**src/lrs_pkg.sv**
```systemverilog
`timescale 1ns / 1ps
package lrs_pkg;

    localparam int COORD_W    = 12;
    localparam int AREA_W     = 25;
    localparam int SUM_W      = 36;
    localparam int LABEL_W    = 10;
    localparam int EXT_W      = 11;
    localparam int REQ_W      = 2;
    localparam int IN_DATA_W  = 40;
    localparam int IN_USER_W  = 3;
    localparam int OUT_DATA_W = 112;

    localparam logic [AREA_W-1:0] AREA_CAP = 25'h100_0000;

    localparam logic [REQ_W-1:0] REQ_CLEAR = 2'd0;
    localparam logic [REQ_W-1:0] REQ_ACC   = 2'd1;
    localparam logic [REQ_W-1:0] REQ_READ  = 2'd2;

    typedef struct packed {
        logic capture;
        logic ext_clr;
        logic sweep_wr;
        logic rd_en;
        logic upd_wr;
        logic set_ovf;
        logic div_load;
        logic div_step;
        logic out_load;
    } lrs_cmd_t;

    typedef struct packed {
        logic req_clear;
        logic req_acc;
        logic req_read;
        logic fg;
        logic lab_ok;
        logic sweep_last;
        logic div_last;
        logic out_free;
    } lrs_stat_t;

endpackage

```
**src/lrs_ctrl.sv**
```systemverilog
`timescale 1ns / 1ps
module lrs_ctrl
    import lrs_pkg::*;
(
    input  logic      aclk,
    input  logic      aresetn,
    input  logic      s_tvalid,
    output logic      s_tready,
    input  lrs_stat_t stat,
    output lrs_cmd_t  cmd
);

    localparam logic [2:0] ST_SWEEP = 3'd0;
    localparam logic [2:0] ST_IDLE  = 3'd1;
    localparam logic [2:0] ST_UPD   = 3'd2;
    localparam logic [2:0] ST_RDATA = 3'd3;
    localparam logic [2:0] ST_DIV   = 3'd4;
    localparam logic [2:0] ST_OUT   = 3'd5;

    logic [2:0] state_reg, state_next;

    always_ff @(posedge aclk) begin
        if (!aresetn) begin
            state_reg <= ST_SWEEP;
        end else begin
            state_reg <= state_next;
        end
    end

    always_comb begin
        cmd        = '0;
        s_tready   = 1'b0;
        state_next = state_reg;
        unique case (state_reg)
            ST_SWEEP: begin
                cmd.sweep_wr = 1'b1;
                if (stat.sweep_last) begin
                    state_next = ST_IDLE;
                end
            end
            ST_IDLE: begin
                s_tready = 1'b1;
                if (s_tvalid) begin
                    cmd.capture = 1'b1;
                    priority if (stat.req_clear) begin
                        cmd.ext_clr = 1'b1;
                        state_next  = ST_SWEEP;
                    end else if (stat.req_acc && stat.fg && stat.lab_ok) begin
                        cmd.rd_en  = 1'b1;
                        state_next = ST_UPD;
                    end else if (stat.req_acc && stat.fg) begin
                        cmd.set_ovf = 1'b1;
                    end else if (stat.req_read) begin
                        cmd.rd_en  = 1'b1;
                        state_next = ST_RDATA;
                    end else begin
                        state_next = ST_IDLE;
                    end
                end
            end
            ST_UPD: begin
                cmd.upd_wr = 1'b1;
                state_next = ST_IDLE;
            end
            ST_RDATA: begin
                cmd.div_load = 1'b1;
                state_next   = ST_DIV;
            end
            ST_DIV: begin
                cmd.div_step = 1'b1;
                if (stat.div_last) begin
                    state_next = ST_OUT;
                end
            end
            ST_OUT: begin
                if (stat.out_free) begin
                    cmd.out_load = 1'b1;
                    state_next   = ST_IDLE;
                end
            end
            default: begin
                state_next = ST_SWEEP;
            end
        endcase
    end

endmodule

```
**config.mk**
```make
export PLATFORM = sky130hd
export DESIGN_NAME = lrs_ctrl
export DESIGN_NICKNAME = d
export VERILOG_FILES = /design/src/lrs_pkg.sv /design/src/lrs_ctrl.sv
export SDC_FILE = /design/constraint.sdc
export NUM_CORES = 1
export LEC_CHECK = 0
export BUFFER_PORTS_ARGS = -buffer_cell sky130_fd_sc_hd__clkbuf_2
export CAP_MARGIN = 20
export CORE_AREA = 2 2 39 41
export CTS_CLUSTER_DIAMETER = 40
export DETAILED_ROUTE_END_ITERATION = 7
export DIE_AREA = 0 0 41 43
export PLACE_DENSITY = 0.53
export REMOVE_ABC_BUFFERS = 1
export SLEW_MARGIN = 20
export SYNTH_ARGS = -nofsm -noshare
export SYNTH_HDL_FRONTEND = slang
export SYNTH_SLANG_ARGS = --single-unit
```
**constraint.sdc**
```tcl
create_clock -name aclk -period 2.6 [get_ports aclk]
set_input_delay 0.39 -clock aclk [delete_from_list [all_inputs] [get_ports aclk]]
set_output_delay 0.39 -clock aclk [all_outputs]
set_load 0.05 [all_outputs]
```
# Word level (Yosys, flattened, before mapping)
# Cells that the tools add are included.
# totals
output_inout_bits	10
in_bits	11
regBits	3
# classes
n_reduce_logical	4
mux	30
n_eq_ne	10
# op_table
cell	count
$mux W3	7
$mux W1	19
$pmux W3 S6	1
$ne A2 B2 Y1 const B	4
$eq A3 B2 Y1 const B	2
$eq A3 B3 Y1 const B	2
$mux W2	3
$reduce_and A5 Y1	1
$ne A4 B4 Y1 const B	1
$eq A3 B1 Y1 const B	1
$logic_not A3 Y1	1
$logic_and A1 B1 Y1	2

# Logic depth before layout (Yosys ltp)
# logic_depth
depth_word	6
ltp_mapped	5
ltp_nobuf	4

# Least setup slack after synthesis
# OpenSTA, ideal clock, no wires.
# synth_timing
path_kind	reg2out
from	register state_reg[2]
to	output cmd[3] in the netlist's numbering
stages_incl_launch_ff	6
path_slack_ps	-81
t_arrival_ps	2291
path_buffers	1
required_ps	2210
cell_sequence	dfxtp_1 > buf_2 > nor2_2 > and2_1 > nand2_1 > nor3_1
# synth_rtl
element	line	rtl
start: declaration	lrs_ctrl.sv:20	logic [2:0] state_reg, state_next;
start signal: assignment	lrs_ctrl.sv:26	state_reg <= state_next;
end: declaration	lrs_ctrl.sv:10	output lrs_cmd_t cmd

==> summary.txt <==
Final layout
  • Register Area: 60.1 um^2
  • Non-Filler Instances: between 70 and 80
  • Layout Nets: 73
  • Fraction of layout cells with a size suffix above 1: 42.6%
  • # fillers: 160
  • Layout Area Growth over Synthesis: 50.7%
  • Max FFs per register: 3
  • Total inserted antenna cells: 0
  • Multi-input gate area in the final layout: 195 um^2
  • Summed area of non-filler cells in the final layout: 405 um^2

Detailed routing
  • Average wire per cell in the routed design: 9.36 um
  • DRT Wirelength: 721 um
  • DR iter-0 viols: 1
  • Pre-Repair DR Iteration Count: 2
  • Detailed-route vias per instance: 4.31
  • Antenna violation net count after detailed routing: 0
  • Residual DRC count: 0
  • Routed via count: 332

STA
  • Number of setup violations in the final report: 0
  • Unrepaired setup endpoints after global routing: no
  • Final Slew Violations: 0
  • Maximum achievable frequency: 516 MHz
  • Final setup skew: 0.00210 ns
  • Worst hold margin: 0.415 ns
  • Transition at the pin with the smallest max-transition slack: around 0.36 ns
  • Final Cycle Share: about 75%
  • Number of hold violations in the final report: 0
  • Post-route minimum period: around 1.9 ns
  • Headroom to the max-slew limit: about three quarters

Power and ir drop
  • Clk pwr share: between 30% and 40%
  • Peak VDD IR: ~0.00016 V
  • Part of the power in registers: 26.2%
  • Internal portion of total power: 134 uW
  • Psw: 90.9 uW
  • Cell Pwr Density: 554 nW/um^2
  • Switching fraction of total power: 40.4%
  • Leak Pwr: 0.204 nW
  • Share of total power in combinational logic: a little under two fifths

Setup path
  • Worst Path Arrival: ~1.6 ns
  • Launching instance or port of the critical path: state_reg[0]
  • CP top delay family: flip-flops
  • Crit start category: flip-flop
  • Critical Path Max Stage Delay: between 0.5 and 0.6 ns
  • Worst Path Max Fanout: 11
  • CP max stage cell: sky130_fd_sc_hd__dfxtp_1
  • Worst EP required: 2.21 ns
  • Count of buffering cells on the critical path with inverters included: 1
  • Worst path cell trace: and2_1 -> nand2_1 -> nor3_1 -> clkbuf_2
  • Type of the setup path with the least slack: flip-flop to output pin
  • Worst reg2reg startpoint: state_reg[2]
  • Nature of the critical path endpoint: output pin

Hold path
  • Worst min-delay path category: input port to flip-flop
  • Beginning of the worst hold path: aresetn

Floorplan
  • Number of rows created at floorplan: 14
  • Core Region: 1380 um^2
  • Die outline width: 41 um
  • Area enclosed by the die boundary: 1760 um^2
  • Initial Utilization: 19.4%
  • Chip height: 43 um
  • I/O Pins: 21

Placed design
  • DPL Wire Length: approximately 540 um
  • Dpl cells: between 70 and 80
  • Global placement routability congestion: 0.759
  • Cell area reported after detailed placement: 379 um^2
  • Number of buffer cells added on primary ports: 20

Yosys
  • Synth Instances: 39
  • Library cells used by synthesis: 20
  • Number of warnings reported in the yosys synthesis log: 0
  • Share of synthesized area occupied by flip-flops and latches: ~22%
  • Number of register bits inferred by synthesis: 3
  • Synthesized area per cell: a little under 7 um^2
  • Synthesized cell area: around 270 um^2

Global routing
  • Global route overflow: 0
  • Via count of the first global-routing pass: 320
  • Global-route usage over all layers: between 10% and 20%
  • Maximum number of pins on one net before global-route repair: 12
  • Met2 Usage GRT: 14.1%
  • Initial antenna violation count: 0
  • GR Layer Usage met1: between 10% and 20%
  • First-pass GRT wire length: 1.24 mm
  • Met3 Use GR: under 10%
  • Peak-usage layer in the global routing report: met2

Status
  • Result of the run: complete, no violations

Clock tree
  • TritonCTS sink count: 3
  • Setup bufs post-CTS: 0
  • Clock input transition at the sequential cells of the worst setup and hold paths: approximately 0.04 ns
  • Max Root-Sink Buffers: 2
  • Buffer type at the clock tree root: sky130_fd_sc_hd__clkbuf_4
  • Hold buffer count at cts: 0
  • TritonCTS clock tree: built
  • H-tree levels: 1
  • Clock latency on the worst-skew pair: 0.23 ns
  • Count of cells resized by post-cts repair: 0
  • Total clock buffers created by CTS: 3

Flow run
  • Number of maximum-capacitance constraint violations: 0
-- final cells by class --
| type | count | area share [%] |
|---|---|---|
| Tap cell | 16 | 4.94 |
| Multi-Input combinational cell | 33 | 48.1 |
| Clock buffer | 4 | 6.48 |
| Inverter | 1 | 0.926 |
| Sequential cell | 3 | 14.8 |
| Timing Repair Buffer | 20 | 24.7 |
-- through the flow --
stage	total power, mW	utilization, %	setup WS (ns)	setup TNS (ns)
floorplan	0.120	-	-0.0279	-0.0558
global placement	0.143	27.4	0.928	0
detailed placement	0.143	27.4	0.919	0
CTS	0.230	29.3	0.657	0
global route	0.243	29.3	0.505	0
finish	0.225	29.3	0.660	0
-- Yosys cell counts, drive strengths merged --
| master | count | area [um^2] |
|---|---|---|
| nor2b | 1 | 6.26 |
| buf | 2 | 10.0 |
| or2 | 1 | 6.26 |
| nor3b | 1 | 7.51 |
| and2 | 2 | 12.5 |
| nand2b | 2 | 12.5 |
| mux2i | 2 | 20.0 |
| nor3 | 4 | 20.0 |
| o211ai | 1 | 7.51 |
| o21ai | 2 | 10.0 |
| nand3b | 1 | 7.51 |
| and3 | 2 | 12.5 |
| nand2 | 7 | 26.3 |
| nor2 | 4 | 17.5 |
| inv | 1 | 3.75 |
| a21oi | 1 | 5.00 |
| o41ai | 1 | 8.76 |
| o221ai | 1 | 15.0 |
| dfxtp | 3 | 60.1 |
-- logic make-up after synthesis --
group | count (synthesis) | synth area share, %
AO/OA/AOI/OAI | 6 | 17.2
buffers and inverters | 3 | 5.12
flip-flops | 3 | 22.3
multiplexers | 2 | 7.44
AND/OR/NAND/NOR | 25 | 47.9
-- power by group through the flow --
stage | combinational [mW] | clock (mW) | sequential (mW)
after floorplan | 0.0628 | 0 | 0.0572
after global placement | 0.0839 | 0 | 0.0594
after detailed placement | 0.0838 | 0 | 0.0596
after CTS | 0.0842 | 0.0868 | 0.0589
after global routing | 0.0905 | 0.0924 | 0.0601
final | 0.0837 | 0.0822 | 0.0588
-- routing by layer --
metal  wire (um)  share of wire [%]
met5           0                  0
met4           0                  0
met3          60                8.3
met2         348                 48
met1         312                 43
-- final timing paths --
| kind | slack, ns | depth (start not counted) | end |
|---|---|---|---|
| max | 0.66 | 4 | cmd[3] |
| min | 0.42 | 2 | state_reg[2] |
| max reg2reg | 1.34 | 4 | state_reg[0] |
| min reg2reg | 0.62 | 2 | state_reg[0] |
-- cells in the final DEF (no fill, tap or decap), types with 2 or more instances in the layout --
master and count:
sky130_fd_sc_hd__and2_1 2, sky130_fd_sc_hd__mux2i_1 2, sky130_fd_sc_hd__nand2b_1 2, sky130_fd_sc_hd__dfxtp_1 3, sky130_fd_sc_hd__clkbuf_4 3, sky130_fd_sc_hd__nor3_1 4, sky130_fd_sc_hd__o21ai_0 2, sky130_fd_sc_hd__nor2_1 3
sky130_fd_sc_hd__nand2_1 7, sky130_fd_sc_hd__and3_1 2, sky130_fd_sc_hd__clkbuf_2 20
No activity file was read; power rests on OpenSTA's default activity.
